--- src/sv/mfd_pkg.sv ---
`timescale 1ns / 1ps

package mfd_pkg;

   localparam int ByteWidth    = 8;
   localparam int PhaseWidth   = 3;
   localparam int VerdictWidth = 3;
   localparam int CsrIndexWidth = 2;

   localparam logic [ByteWidth-1:0] StartMarkerReset = 8'd170;
   localparam logic [ByteWidth-1:0] EndMarkerReset   = 8'd85;

   // configuration register indexes
   localparam logic [CsrIndexWidth-1:0] CSR_START_MARKER = 2'd0;
   localparam logic [CsrIndexWidth-1:0] CSR_END_MARKER   = 2'd1;

   // parser phases
   localparam logic [PhaseWidth-1:0] PH_HUNT    = 3'd0;
   localparam logic [PhaseWidth-1:0] PH_CMD     = 3'd1;
   localparam logic [PhaseWidth-1:0] PH_LEN     = 3'd2;
   localparam logic [PhaseWidth-1:0] PH_PAY     = 3'd3;
   localparam logic [PhaseWidth-1:0] PH_SUM     = 3'd4;
   localparam logic [PhaseWidth-1:0] PH_END_OK  = 3'd5;
   localparam logic [PhaseWidth-1:0] PH_END_BAD = 3'd6;
   localparam logic [PhaseWidth-1:0] PH_DONE    = 3'd7;

   // frame verdicts
   localparam logic [VerdictWidth-1:0] V_OK      = 3'd0;
   localparam logic [VerdictWidth-1:0] V_NOFRAME = 3'd1;
   localparam logic [VerdictWidth-1:0] V_SHORT   = 3'd2;
   localparam logic [VerdictWidth-1:0] V_BADEND  = 3'd3;
   localparam logic [VerdictWidth-1:0] V_BADSUM  = 3'd4;

   localparam logic KIND_PAYLOAD = 1'b0;
   localparam logic KIND_VERDICT = 1'b1;

   typedef struct packed {
      logic [PhaseWidth-1:0] phase;
      logic [ByteWidth-1:0]  cmd;
      logic [ByteWidth-1:0]  len;
      logic [ByteWidth-1:0]  idx;
      logic [ByteWidth-1:0]  sum;
   } mfd_state_type;

   typedef struct packed {
      logic                    kind;
      logic [ByteWidth-1:0]    pbyte;
      logic [ByteWidth-1:0]    pidx;
      logic [ByteWidth-1:0]    cmd;
      logic [ByteWidth-1:0]    len;
      logic [VerdictWidth-1:0] verdict;
   } mfd_result_type;

endpackage

--- src/sv/mfd_parse.sv ---
`timescale 1ns / 1ps

module mfd_parse (
   input  mfd_pkg::mfd_state_type  state,
   input  logic [7:0]              rx_byte,
   input  logic                    buffer_end,
   input  logic [7:0]              start_marker,
   input  logic [7:0]              end_marker,
   output mfd_pkg::mfd_state_type  state_in,
   output mfd_pkg::mfd_result_type res,
   output logic                    res_valid
);
   import mfd_pkg::*;

   logic [ByteWidth:0] idx_next;

   assign idx_next = {1'b0, state.idx} + {{ByteWidth{1'b0}}, 1'b1};

   always_comb begin
      state_in  = state;
      res       = '0;
      res_valid = 1'b0;
      case (state.phase)
         PH_HUNT: begin
            if (rx_byte == start_marker && !buffer_end) begin
               state_in.phase = PH_CMD;
            end else if (buffer_end) begin
               res_valid   = 1'b1;
               res.kind    = KIND_VERDICT;
               res.verdict = V_NOFRAME;
            end
         end
         PH_CMD: begin
            state_in.cmd = rx_byte;
            state_in.sum = rx_byte;
            if (buffer_end) begin
               state_in.phase = PH_HUNT;
               res_valid      = 1'b1;
               res.kind       = KIND_VERDICT;
               res.verdict    = V_NOFRAME;
            end else begin
               state_in.phase = PH_LEN;
            end
         end
         PH_LEN: begin
            state_in.len = rx_byte;
            state_in.idx = '0;
            if (buffer_end) begin
               state_in.phase = PH_HUNT;
               res_valid      = 1'b1;
               res.kind       = KIND_VERDICT;
               res.verdict    = V_NOFRAME;
            end else begin
               state_in.phase = (rx_byte != '0) ? PH_PAY : PH_SUM;
            end
         end
         PH_PAY: begin
            res_valid = 1'b1;
            res.cmd   = state.cmd;
            res.len   = state.len;
            if (buffer_end) begin
               state_in.phase = PH_HUNT;
               res.kind       = KIND_VERDICT;
               res.verdict    = V_SHORT;
            end else begin
               res.kind     = KIND_PAYLOAD;
               res.pbyte    = rx_byte;
               res.pidx     = state.idx;
               state_in.sum = state.sum + rx_byte;
               state_in.idx = idx_next[ByteWidth-1:0];
               if (idx_next >= {1'b0, state.len}) begin
                  state_in.phase = PH_SUM;
               end
            end
         end
         PH_SUM: begin
            if (buffer_end) begin
               state_in.phase = PH_HUNT;
               res_valid      = 1'b1;
               res.kind       = KIND_VERDICT;
               res.cmd        = state.cmd;
               res.len        = state.len;
               res.verdict    = V_SHORT;
            end else begin
               state_in.phase = (rx_byte == state.sum) ? PH_END_OK : PH_END_BAD;
            end
         end
         PH_END_OK, PH_END_BAD: begin
            res_valid = 1'b1;
            res.kind  = KIND_VERDICT;
            res.cmd   = state.cmd;
            res.len   = state.len;
            // end marker is judged before the checksum
            if (rx_byte != end_marker) begin
               res.verdict = V_BADEND;
            end else if (state.phase == PH_END_OK) begin
               res.verdict = V_OK;
            end else begin
               res.verdict = V_BADSUM;
            end
            state_in.phase = buffer_end ? PH_HUNT : PH_DONE;
         end
         default: begin
            if (buffer_end) begin
               state_in.phase = PH_HUNT;
            end
         end
      endcase
   end

endmodule

--- src/sv/mfd_out_reg.sv ---
`timescale 1ns / 1ps

module mfd_out_reg (
   input  logic                    clock,
   input  logic                    reset,
   input  logic                    load,
   input  mfd_pkg::mfd_result_type res,
   input  logic                    rsp_ready,
   output logic                    rsp_valid,
   output logic                    can_load,
   output mfd_pkg::mfd_result_type rsp_data
);
   import mfd_pkg::*;

   logic           valid_ff;
   logic           valid_in;
   mfd_result_type data_ff;

   assign can_load  = !valid_ff || rsp_ready;
   assign valid_in  = load ? 1'b1 : (rsp_ready ? 1'b0 : valid_ff);
   assign rsp_valid = valid_ff;
   assign rsp_data  = data_ff;

   always_ff @(posedge clock) begin
      if (reset) begin
         valid_ff <= 1'b0;
      end else begin
         valid_ff <= valid_in;
      end
   end

   always_ff @(posedge clock) begin
      if (load) begin
         data_ff <= res;
      end
   end

endmodule

--- src/sv/marker_frame_deframer_sum8.sv ---
`timescale 1ns / 1ps

// Marker-framed byte-stream deframer with an 8-bit additive checksum. One
// received byte is taken per transaction on the req_ channel, with
// req_buffer_end high on the last byte of each receive buffer. The parser
// hunts for the start marker, then reads command, length, that many payload
// bytes, a checksum (8-bit sum of command and payload, length excluded) and
// the end marker. Each payload byte comes out at once as an rsp_ transaction
// with rsp_out_kind low; each frame closes with one verdict transaction
// (ok, no frame, short, bad end marker, bad checksum). Only the first frame
// of a buffer is parsed; the rest of that buffer is dropped. Parser state is
// registered and each result lands in a single output register, which accepts
// a new result in the same cycle the old one is taken, so a byte is taken
// every cycle as long as rsp_ready stays high; its result shows on rsp_ the
// cycle after. Markers are set through csr_ (index 0 start marker, index 1
// end marker) by the user only while the block is idle, which is not enforced.
module marker_frame_deframer_sum8 (
   input  logic       clock,
   input  logic       reset,
   // configuration
   input  logic       csr_valid,
   output logic       csr_ready,
   input  logic [1:0] csr_index,
   input  logic [7:0] csr_data,
   // received bytes
   input  logic       req_valid,
   output logic       req_ready,
   input  logic [7:0] req_rx_byte,
   input  logic       req_buffer_end,
   // payload bytes and verdicts
   output logic       rsp_valid,
   input  logic       rsp_ready,
   output logic       rsp_out_kind,
   output logic [7:0] rsp_payload_byte,
   output logic [7:0] rsp_payload_index,
   output logic [7:0] rsp_frame_cmd,
   output logic [7:0] rsp_frame_len,
   output logic [2:0] rsp_verdict
);
   import mfd_pkg::*;

   logic [ByteWidth-1:0] start_marker_ff;
   logic [ByteWidth-1:0] end_marker_ff;

   mfd_state_type  state_ff;
   mfd_state_type  state_in;
   mfd_result_type res;
   mfd_result_type rsp_data;
   logic           res_valid;
   logic           can_load;
   logic           req_take;

   // config writes are always accepted
   assign csr_ready = 1'b1;

   always_ff @(posedge clock) begin
      if (reset) begin
         start_marker_ff <= StartMarkerReset;
         end_marker_ff   <= EndMarkerReset;
      end else if (csr_valid) begin
         case (csr_index)
            CSR_START_MARKER: start_marker_ff <= csr_data;
            CSR_END_MARKER:   end_marker_ff   <= csr_data;
            default: ;
         endcase
      end
   end

   // input is taken whenever the output register has room
   assign req_ready = can_load;
   assign req_take  = req_valid && can_load;

   mfd_parse u_parse (
      .state        (state_ff),
      .rx_byte      (req_rx_byte),
      .buffer_end   (req_buffer_end),
      .start_marker (start_marker_ff),
      .end_marker   (end_marker_ff),
      .state_in     (state_in),
      .res          (res),
      .res_valid    (res_valid)
   );

   // parser state: hunting, held fields cleared on reset
   always_ff @(posedge clock) begin
      if (reset) begin
         state_ff.phase <= PH_HUNT;
         state_ff.cmd   <= '0;
         state_ff.len   <= '0;
         state_ff.idx   <= '0;
         state_ff.sum   <= '0;
      end else if (req_take) begin
         state_ff <= state_in;
      end
   end

   mfd_out_reg u_out_reg (
      .clock     (clock),
      .reset     (reset),
      .load      (req_take && res_valid),
      .res       (res),
      .rsp_ready (rsp_ready),
      .rsp_valid (rsp_valid),
      .can_load  (can_load),
      .rsp_data  (rsp_data)
   );

   assign rsp_out_kind      = rsp_data.kind;
   assign rsp_payload_byte  = rsp_data.pbyte;
   assign rsp_payload_index = rsp_data.pidx;
   assign rsp_frame_cmd     = rsp_data.cmd;
   assign rsp_frame_len     = rsp_data.len;
   assign rsp_verdict       = rsp_data.verdict;

endmodule

--- config.mk ---
export PLATFORM = sky130hd
export DESIGN_NAME = marker_frame_deframer_sum8
export DESIGN_NICKNAME = d
export VERILOG_FILES = /design/src/sv/mfd_pkg.sv /design/src/sv/mfd_parse.sv /design/src/sv/mfd_out_reg.sv /design/src/sv/marker_frame_deframer_sum8.sv
export SDC_FILE = /design/constraint.sdc
export NUM_CORES = 1
export LEC_CHECK = 0
export BUFFER_PORTS_ARGS = -buffer_cell sky130_fd_sc_hd__buf_2
export CORE_UTILIZATION = 52
export DETAILED_ROUTE_END_ITERATION = 8
export GPL_TIMING_DRIVEN = 0
export PLACE_DENSITY = 0.76
export SYNTH_ARGS = -nofsm -noshare
export SYNTH_HDL_FRONTEND = slang
export SYNTH_SLANG_ARGS = --single-unit
--- constraint.sdc ---
create_clock -name clock -period 4.1 [get_ports clock]
set_clock_uncertainty 0.15 [all_clocks]
set_input_delay 0.82 -clock clock [delete_from_list [all_inputs] [get_ports clock]]
set_output_delay 0.82 -clock clock [all_outputs]
set_load 0.02 [all_outputs]
==> flow_metrics.env, run 1 <==
export IMPL_finalHoldViolCount=0
export IMPL_overflow=0
export IMPL_ys_seq_area_frac=0.4732
export IMPL_synth_net_count=493
export IMPL_drc=0
export IMPL_die_width_um=94.87
export IMPL_nets=563
export IMPL_cp_required_ps=4250
export IMPL_port_buffers=58
export IMPL_tns_ps=0
export IMPL_multi_input_area_mm2=0.002126
export IMPL_io_pins=63
export IMPL_cts_buffers=9
export IMPL_arrival_ps=3260
export IMPL_vias=3555
export IMPL_via_per_inst=5.625
export IMPL_num_antenna_cells=0
export IMPL_slew_viol_final=0
export IMPL_wire_per_inst_um=15.84
export IMPL_grt_pass1_wl_um=16550
export IMPL_ys_flop_type="dfxtp_1"
export IMPL_place_hpwl_um=7133
export IMPL_first_pass_iters=5
export IMPL_synth_seq_cells=88
export IMPL_mostFrequentLayoutCells="64 x buf_2, 61 x nor2_1, 52 x dfxtp_1"
export IMPL_drt_iter0_markers=172
export IMPL_hold_ws_ps=343.7
export IMPL_irDropWorstVdd_uv=175.0
export IMPL_path_delay_family="compound AO/OA/AOI/OAI gates"
export IMPL_die_area_mm2=0.008999
export IMPL_fillers=696
export IMPL_cts_tree="yes"
export IMPL_syn_area_mm2=0.004484
export IMPL_powerDensity_mw_per_mm2=344.9
export IMPL_p_total_w=0.001782
export IMPL_cts_root_buffer="clkbuf_8"
export IMPL_grt_pass1_vias=3471
export IMPL_antenna_found_initial=0
export IMPL_synth_cells=452
export IMPL_postCtsSetupRepairBufs=0
export IMPL_fp_dieH_um=94.87
export IMPL_grt_total_usage=0.2444
export IMPL_rows=33
export IMPL_drv_cap=0
export IMPL_start_kind="flop"
export IMPL_cp_max_fo=7
export IMPL_final_util=0.6226
export IMPL_post_dp_cell_area_mm2=0.004932
export IMPL_place_gp_congestion=0.8818
export IMPL_yosys_warnings=0
export IMPL_critical_path_class="flop to flop"
export IMPL_final_common_cell="buf_2"
export IMPL_path_cells="ha_1 > and3_1 > nand3_1 > xnor2_1 > ha_1 > a21oi_1 > nand2_1 > a2111oi_2 > a221oi_4 > nand2b_1 > a21oi_1"
export IMPL_cpPeakStageDelay_ps=570
export IMPL_areaGrowthSynthToFinish_pct=15.23
export IMPL_finalCriticalPeriod_ps=3107
export IMPL_max_slew_margin=0.4010
export IMPL_min_period_over_period=0.7577
export IMPL_core_mm2=0.008299
export IMPL_synth_edf_count=36
export IMPL_postCtsResizedCells=0
export IMPL_hold_buffers=0
export IMPL_endpoint_kind="flop"
export IMPL_status="completed"
export IMPL_clock_latency_ps=370
export IMPL_h_tree_depth=3
export IMPL_hp_class="flop to flop"
export IMPL_static_leakage_power_nw=2.108
export IMPL_grt_max_degree=25
export IMPL_drt_wl_total_um=10010
export IMPL_synth_async_reset_ratio=0
export IMPL_tightest_slew_ps=891.7
export IMPL_design_area_mm2=0.005167
export IMPL_fmax_mhz=321.9
export IMPL_final_layout_size_suffix_gt1_frac=0.1879
export IMPL_setup_viol_count_final=0
export IMPL_drtAntennaViolNets=0
export IMPL_start_util=0.5403
export IMPL_rsz0062_at_grt="false"
export IMPL_clk_pin_slew_ps=100
export IMPL_clockBufferDepth=2
export IMPL_slowest_stage="a2111oi_2"
export IMPL_seq_area_mm2=0.002122
export IMPL_cts_sinks=88
export IMPL_synth_cell_types=53
export IMPL_cp_buffers_inverters=0
export IMPL_postSynthAreaPerCell_um2=9.921
-- kinds of logic (layout without fill, tap and decap cells) --
group	Yosys count	in the layout	synth area share
other	1	1	0.0008363
adder cells (fa/ha/maj)	17	17	0.04911
buffers and inverters	51	126	0.05524
multiplexers	30	30	0.06696
XOR/XNOR	28	28	0.05636
AND/OR/NAND/NOR	166	166	0.1897
AO/OA/AOI/OAI	71	71	0.1085
flip-flops	88	88	0.4732
-- registers in the layout (all words and copies together) (netlist names) --
signal	count
end_marker_ff	8
start_marker_ff	8
state_ff	35
u_out_reg.rsp_valid	1
u_out_reg.rsp_data	36
-- layout make-up --
| type | instances | share of cell area |
|---|---|---|
| Buffer | 33 | 0.03487 |
| Clock buffer | 10 | 0.02663 |
| Clock inverter | 6 | 0.01889 |
| Inverter | 18 | 0.01308 |
| Multi-Input combinational cell | 313 | 0.4114 |
| Sequential cell | 88 | 0.4107 |
| Tap cell | 105 | 0.02542 |
| Timing Repair Buffer | 59 | 0.05908 |
-- metal layers --
| metal | share of wire | up-vias | global-route usage |
|---|---|---|---|
| met4 | 0.041 | 0 | 0.1578 |
| met1 | 0.44 | 1651 | 0.3087 |
| met3 | 0.056 | 37 | 0.03301 |
| li1 | - | 1736 | - |
| met2 | 0.47 | 131 | 0.3915 |
| met5 | 0 | - | 0 |
-- worst reg2reg max path, cell delays in order (launching register included) --
cell and delay [ps]:
dfxtp_1 450, ha_1 290, and3_1 210, nand3_1 90
xnor2_1 250, ha_1 320, a21oi_1 160, nand2_1 90
a2111oi_2 570, a221oi_4 170, nand2b_1 180, a21oi_1 120
-- synthesized netlist by cell type, types with 2 or more instances --
master / n / area [um2]
and3_1: 3 / 18.77
nor4_1: 14 / 87.58
o211ai_1: 2 / 15.01
or3_1: 3 / 18.77
nand3_1: 8 / 40.04
dfxtp_1: 52 / 1041
a22oi_1: 3 / 22.52
and2_1: 24 / 150.1
buf_6: 4 / 45.04
nand2b_1: 5 / 31.28
nor3b_1: 2 / 15.01
nor3_1: 10 / 50.05
nor2b_1: 7 / 43.79
a311oi_1: 2 / 17.52
o21a_1: 2 / 15.01
a211oi_1: 6 / 45.04
a21o_1: 3 / 22.52
nand3b_1: 2 / 15.01
o21bai_1: 2 / 15.01
a21oi_1: 21 / 105.1
xnor2_1: 8 / 70.07
mux2i_1: 30 / 300.3
nor2_1: 61 / 229.0
o21ai_0: 13 / 65.06
a211o_1: 8 / 70.07
xor2_1: 19 / 166.4
buf_4: 5 / 37.54
clkbuf_1: 17 / 63.81
nand2_1: 16 / 60.06
ha_1: 16 / 200.2
a31oi_1: 2 / 12.51
inv_1: 18 / 67.56
edfxtp_1: 36 / 1081
nand4_1: 4 / 25.02
buf_2: 6 / 30.03
-- final timing paths --
check	start	cells past startpoint	to	slack, ps
hold / removal	end_marker_ff[6]$_SDFFE_PP1P_	1	end_marker_ff[6]$_SDFFE_PP1P_	340
hold reg to reg	end_marker_ff[6]$_SDFFE_PP1P_	1	end_marker_ff[6]$_SDFFE_PP1P_	340
setup / recovery	state_ff[8]$_SDFFE_PP0P_	11	state_ff[32]$_SDFFE_PP0P_	990
setup reg to reg	state_ff[8]$_SDFFE_PP0P_	11	state_ff[32]$_SDFFE_PP0P_	990
-- through the flow --
stage / worst slack (ps) / cells
5_1_grt: 774.6 / 632
3_3_place_gp: 190.3 / 615
6_report: 993.5 / 632
2_1_floorplan: 798.4 / 452
3_5_place_dp: 1084 / 616
4_1_cts: 1034 / 632
-- power breakdown --
part           internal [W]  total (W)  switching [W]
clock network      0.000370   0.000707       0.000338
registers          0.000928   0.000936     0.00000782
logic             0.0000504   0.000139      0.0000884
total               0.00135    0.00178       0.000434
No activity file was read; power rests on OpenSTA's default activity.
==> run 2: changes to the inputs <==
- CORE_UTILIZATION: 52 -> 57
- PLACE_DENSITY: 0.76 -> 0.79
- clock period: 4.1 -> 3 ns (I/O delays scaled with it)
==> flow_metrics.env, run 2 (synthesized netlist as in run 1, its figures left out) <==
export IMPL_tightest_slew_ps=827.4
export IMPL_overflow=0
export IMPL_via_per_inst=5.679
export IMPL_clk_pin_slew_ps=100
export IMPL_drtAntennaViolNets=0
export IMPL_cp_required_ps=3080
export IMPL_min_from="csr_data[1]"
export IMPL_drt_wl_total_um=9773
export IMPL_min_period_over_period=0.9425
export IMPL_p_total_w=0.002340
export IMPL_largest_register_ffs=36
export IMPL_areaGrowthSynthToFinish_pct=15.04
export IMPL_slew_viol_final=0
export IMPL_endpoint_kind="flop"
export IMPL_die_width_um=90.70
export IMPL_final_cells=626
export IMPL_die_area_mm2=0.008226
export IMPL_final_common_cell="buf_2"
export IMPL_rsz0062_at_grt="true"
export IMPL_grt_max_degree=25
export IMPL_highest_layer="met4"
export IMPL_nets=563
export IMPL_finalHoldViolCount=0
export IMPL_num_antenna_cells=0
export IMPL_static_leakage_power_nw=2.102
export IMPL_place_hpwl_um=6891
export IMPL_r2r_start="state_ff[9]$_SDFFE_PP0P_"
export IMPL_irDropWorstVdd_uv=234.1
export IMPL_status="completed"
export IMPL_port_buffers=58
export IMPL_antenna_found_initial=0
export IMPL_tns_ps=0
export IMPL_slowest_stage="a2111oi_4"
export IMPL_fp_dieH_um=90.70
export IMPL_io_pins=63
export IMPL_wl_met3_um=592
export IMPL_final_layout_size_suffix_gt1_frac=0.1954
export IMPL_fillers=580
export IMPL_final_setup_worst_slack_ps=172.5
export IMPL_cts_buffers=9
export IMPL_hp_class="input pin to flop"
export IMPL_wl_met1_um=4228
export IMPL_cts_sinks=88
export IMPL_clockBufferDepth=2
export IMPL_critical_path_class="flop to flop"
export IMPL_dp_cells=610
export IMPL_fmax_mhz=353.7
export IMPL_arrival_ps=2900
export IMPL_rows=31
export IMPL_cp_max_fo=5
export IMPL_cpPeakStageDelay_ps=440
export IMPL_h_tree_depth=3
export IMPL_drv_cap=0
export IMPL_start_util=0.6053
export IMPL_max_slew_margin=0.4441
export IMPL_drt_iter0_markers=250
export IMPL_grt_pass1_vias=3233
export IMPL_path_delay_family="compound AO/OA/AOI/OAI gates"
export IMPL_vias=3555
export IMPL_hold_ws_ps=300.8
export IMPL_grt_total_usage=0.2476
export IMPL_path_cells="ha_2 > and3_1 > nand3_1 > xnor2_2 > ha_1 > a21oi_1 > nand2_1 > a2111oi_4 > a221oi_4 > mux2i_1 > nor2_1"
export IMPL_place_gp_congestion=0.9233
export IMPL_pre_cts_ws_ps=-44.66
export IMPL_mostFrequentLayoutCells="64 x buf_2, 61 x nor2_1, 50 x dfxtp_1"
export IMPL_hold_buffers=0
export IMPL_finalCriticalPeriod_ps=2827
export IMPL_first_pass_iters=5
export IMPL_cts_root_buffer="clkbuf_8"
export IMPL_crit_start="state_ff[9]$_SDFFE_PP0P_"
export IMPL_grt_pass1_wl_um=15870
export IMPL_cts_tree="yes"
export IMPL_postCtsSetupRepairBufs=0
export IMPL_setup_viol_count_final=0
export IMPL_start_kind="flop"
export IMPL_wire_per_inst_um=15.61
export IMPL_cp_buffers_inverters=0
export IMPL_clock_latency_ps=360
export IMPL_met2_length_um=4765
export IMPL_drc=0
export IMPL_powerDensity_mw_per_mm2=453.6
export IMPL_core_mm2=0.007408
## run 2: changes by cell type in the layout (fill, tap and decap cells not counted), sizes merged
cell      change
bufinv        -1
clkbuf        -1
clkinvlp      +1
inv           +1
## run 2: worst paths after layout
check | endpoint | slack, ps | depth (start not counted)
max | state_ff[33]$_SDFFE_PP0P_ | 170 | 11
min | start_marker_ff[1]$_SDFFE_PP1P_ | 300 | 2
max reg2reg | state_ff[33]$_SDFFE_PP0P_ | 170 | 11
min reg2reg | state_ff[27]$_SDFFE_PP0P_ | 350 | 2
## run 2: final cells by class
| class | instances | area (um2) | share of cell area |
|---|---|---|---|
| sequential | 88 | 2125 | 0.4118 |
| inverter | 18 | 67.56 | 0.01310 |
| clock buffer | 9 | 123.9 | 0.02401 |
| clock inverter | 7 | 85.08 | 0.01649 |
| multi-input combinational | 313 | 2148 | 0.4164 |
| timing repair buffer | 59 | 305.3 | 0.05918 |
| tap | 99 | 123.9 | 0.02401 |
| buffer | 33 | 180.2 | 0.03493 |
## run 2: repair_timing
item	4_1_cts	5_1_grt
pin swaps	0	1
gates cloned	0	0
gates resized for setup	1	4
endpoints found under the setup margin	3	3
## run 2: through the flow
step                      instance area, um2  utilization
final                                   5159       0.6963
after global placement                  4910       0.6627
after detailed placement                4925       0.6648
after CTS                               5146       0.6946
after floorplan                         4496            -
after global routing                    5159       0.6963
## run 2: worst reg2reg max path, delay by kind of cell (launching register included)
kind	cells	cell delay [ps]
AO/OA/AOI/OAI	3	750
flip-flops	1	390
adder cells (fa/ha/maj)	2	560
AND/OR/NAND/NOR	4	490
multiplexers	1	200
XOR/XNOR	1	180
## run 2: per-layer routing
layer | track usage | vias up
met5 | 0 | -
met4 | 0.08602 | 0
met3 | 0.05556 | 18
met2 | 0.4148 | 147
met1 | 0.3134 | 1661
li1 | - | 1729
## run 2: power by group
group	total [W]	internal [W]	switching [W]	leakage [nW]
logic	0.000191	0.0000688	0.000123	1.23
clock network	0.000869	0.000404	0.000465	0.106
registers	0.00128	0.00127	0.0000104	0.766
total	0.00234	0.00174	0.000598	2.10
==> run 3: changes to the inputs <==
- CORE_UTILIZATION: 57 -> 61
- PLACE_DENSITY: 0.79 -> 0.84
- clock period: 3 -> 3.4 ns (I/O delays scaled with it)
==> flow_metrics.env, run 3 (synthesized netlist as in run 1, its figures left out) <==
export IMPL_slowest_stage="a2111oi_2"
export IMPL_drc=0
export IMPL_overflow=0
export IMPL_min_period_over_period=0.9375
export IMPL_timing_rr_end="state_ff[32]$_SDFFE_PP0P_"
export IMPL_drtAntennaViolNets=0
export IMPL_start_util=0.6458
export IMPL_grt_max_degree=25
export IMPL_first_pass_iters=5
export IMPL_endpoint_kind="flop"
export IMPL_wire_per_inst_um=15.65
export IMPL_hold_ws_ps=344.4
export IMPL_drv_cap=0
export IMPL_swShare=0.2542
export IMPL_final_common_cell="buf_2"
export IMPL_static_leakage_power_nw=2.098
export IMPL_cp_required_ps=3540
export IMPL_cts_tree="yes"
export IMPL_cts_buffers=9
export IMPL_grt_total_usage=0.2650
export IMPL_nets=563
export IMPL_hold_buffers=0
export IMPL_vias=3591
export IMPL_fillers=488
export IMPL_path_cells="ha_1 > and3_1 > nand3_1 > xnor2_1 > ha_1 > a21oi_1 > nand2_1 > a2111oi_2 > a221oi_4 > nand2b_1 > a21oi_1"
export IMPL_power_frac_comb=0.083
export IMPL_cp_max_fo=7
export IMPL_place_hpwl_um=7002
export IMPL_rows=30
export IMPL_num_antenna_cells=0
export IMPL_slew_viol_final=0
export IMPL_start_kind="flop"
export IMPL_setup_viol_count_final=0
export IMPL_final_layout_size_suffix_gt1_frac=0.1860
export IMPL_clockBufferDepth=2
export IMPL_cpPeakStageDelay_ps=590
export IMPL_switching_power_w=0.0005218
export IMPL_min_from="state_ff[27]$_SDFFE_PP0P_"
export IMPL_port_buffers=58
export IMPL_power_share_clock=0.367
export IMPL_min_to="state_ff[27]$_SDFFE_PP0P_"
export IMPL_largest_register_ffs=36
export IMPL_fp_dieH_um=87.74
export IMPL_io_pins=63
export IMPL_final_util=0.7393
export IMPL_post_dp_cell_area_mm2=0.004933
export IMPL_drt_wl_total_um=9750
export IMPL_fmax_mhz=313.7
export IMPL_r2r_start="state_ff[8]$_SDFFE_PP0P_"
export IMPL_cts_root_buffer="clkbuf_8"
export IMPL_die_area_mm2=0.007698
export IMPL_max_slew_margin=0.4205
export IMPL_areaGrowthSynthToFinish_pct=14.48
export IMPL_worstSetupPathDepth=11
export IMPL_finalCriticalPeriod_ps=3188
export IMPL_reg2regPathDepth=11
export IMPL_p_seq_frac=0.550
export IMPL_cts_sinks=88
export IMPL_clk_pin_slew_ps=90
export IMPL_powerDensity_mw_per_mm2=399.9
export IMPL_r2r_slack_ps=210
export IMPL_core_mm2=0.006944
export IMPL_path_delay_family="compound AO/OA/AOI/OAI gates"
export IMPL_hp_class="flop to flop"
export IMPL_tns_ps=0
export IMPL_via_per_inst=5.764
export IMPL_finalHoldViolCount=0
export IMPL_rsz0062_at_grt="false"
export IMPL_antenna_found_initial=0
export IMPL_place_gp_congestion=0.9437
export IMPL_grt_pass1_vias=3331
export IMPL_mostFrequentLayoutCells="64 x buf_2, 61 x nor2_1, 52 x dfxtp_1"
export IMPL_grt_pass1_wl_um=15490
export IMPL_postCtsResizedCells=0
export IMPL_status="completed"
export IMPL_arrival_ps=3330
export IMPL_irDropWorstVdd_uv=185.0
export IMPL_design_area_mm2=0.005134
export IMPL_postCtsSetupRepairBufs=0
export IMPL_critical_path_class="flop to flop"
export IMPL_clock_latency_ps=370
export IMPL_internal_power_w=0.001531
export IMPL_h_tree_depth=3
export IMPL_worstHoldPathCells=2
export IMPL_drt_iter0_markers=197
export IMPL_cp_buffers_inverters=0
export IMPL_tightest_slew_ps=866.4
export IMPL_die_width_um=87.74
-- run 3: cell types whose count changed in the layout (fill, tap and decap cells not counted), sizes merged --
cell,before,now
clkinvlp,1,0
clkinv,1,2
-- run 3: worst max path at each step --
| stage | startpoint | to | slack [ps] |
|---|---|---|---|
| 2_1_floorplan | rsp_ready | u_out_reg.rsp_data[0]$_DFFE_PP_ | 240 |
| 3_3_place_gp | rsp_ready | u_out_reg.rsp_data[32]$_SDFFCE_PN0P_ | -330 |
| 3_5_place_dp | state_ff[8]$_SDFFE_PP0P_ | state_ff[32]$_SDFFE_PP0P_ | 360 |
| 4_1_cts | state_ff[8]$_SDFFE_PP0P_ | state_ff[32]$_SDFFE_PP0P_ | 270 |
| 5_1_grt | state_ff[8]$_SDFFE_PP0P_ | state_ff[32]$_SDFFE_PP0P_ | 40 |
| 6_report | state_ff[8]$_SDFFE_PP0P_ | state_ff[32]$_SDFFE_PP0P_ | 210 |
-- run 3: power by group through the flow --
stage          combinational (W)  sequential, W  clock, W
5_1_grt                 0.000184        0.00113  0.000794
2_1_floorplan          0.0000852        0.00118         0
6_report                0.000170        0.00113  0.000754
3_3_place_gp            0.000160        0.00115         0
4_1_cts                 0.000169        0.00113  0.000755
3_5_place_dp            0.000168        0.00115         0
-- run 3: layout make-up --
class,instances,area [um2],area share
tap,96,120.1,0.02340
sequential,88,2122,0.4134
clock inverter,7,76.32,0.01487
buffer,33,180.2,0.03510
clock buffer,9,123.9,0.02413
inverter,18,67.56,0.01316
multi-input combinational,313,2126,0.4141
timing repair buffer,59,317.8,0.06191
-- run 3: per-stage QoR --
| stage | cells | power, W | setup slack (ps) |
|---|---|---|---|
| 2_1_floorplan | 452 | 0.001261 | 238.4 |
| 6_report | 623 | 0.002053 | 212.4 |
| 3_5_place_dp | 607 | 0.001322 | 363.5 |
| 4_1_cts | 623 | 0.002054 | 265.5 |
| 3_3_place_gp | 606 | 0.001313 | -325.1 |
| 5_1_grt | 623 | 0.002110 | 39.50 |
-- run 3: metal layers --
| layer | wire length [um] | global-route usage | vias up |
|---|---|---|---|
| met5 | 0 | 0 | - |
| met4 | 330 | 0.1386 | 0 |
| met3 | 560 | 0.04241 | 24 |
| met2 | 4748 | 0.4524 | 132 |
| met1 | 4111 | 0.3227 | 1706 |
| li1 | - | - | 1729 |
-- run 3: worst reg2reg max path: cells and delay by family (launching register included) --
kind	cells	cell delay [ps]
AOI/OAI and AO/OA	4	1090
and+or+nand+nor	4	590
adders and majority gates	2	600
xor gates and xnor gates	1	230
DFF	1	450
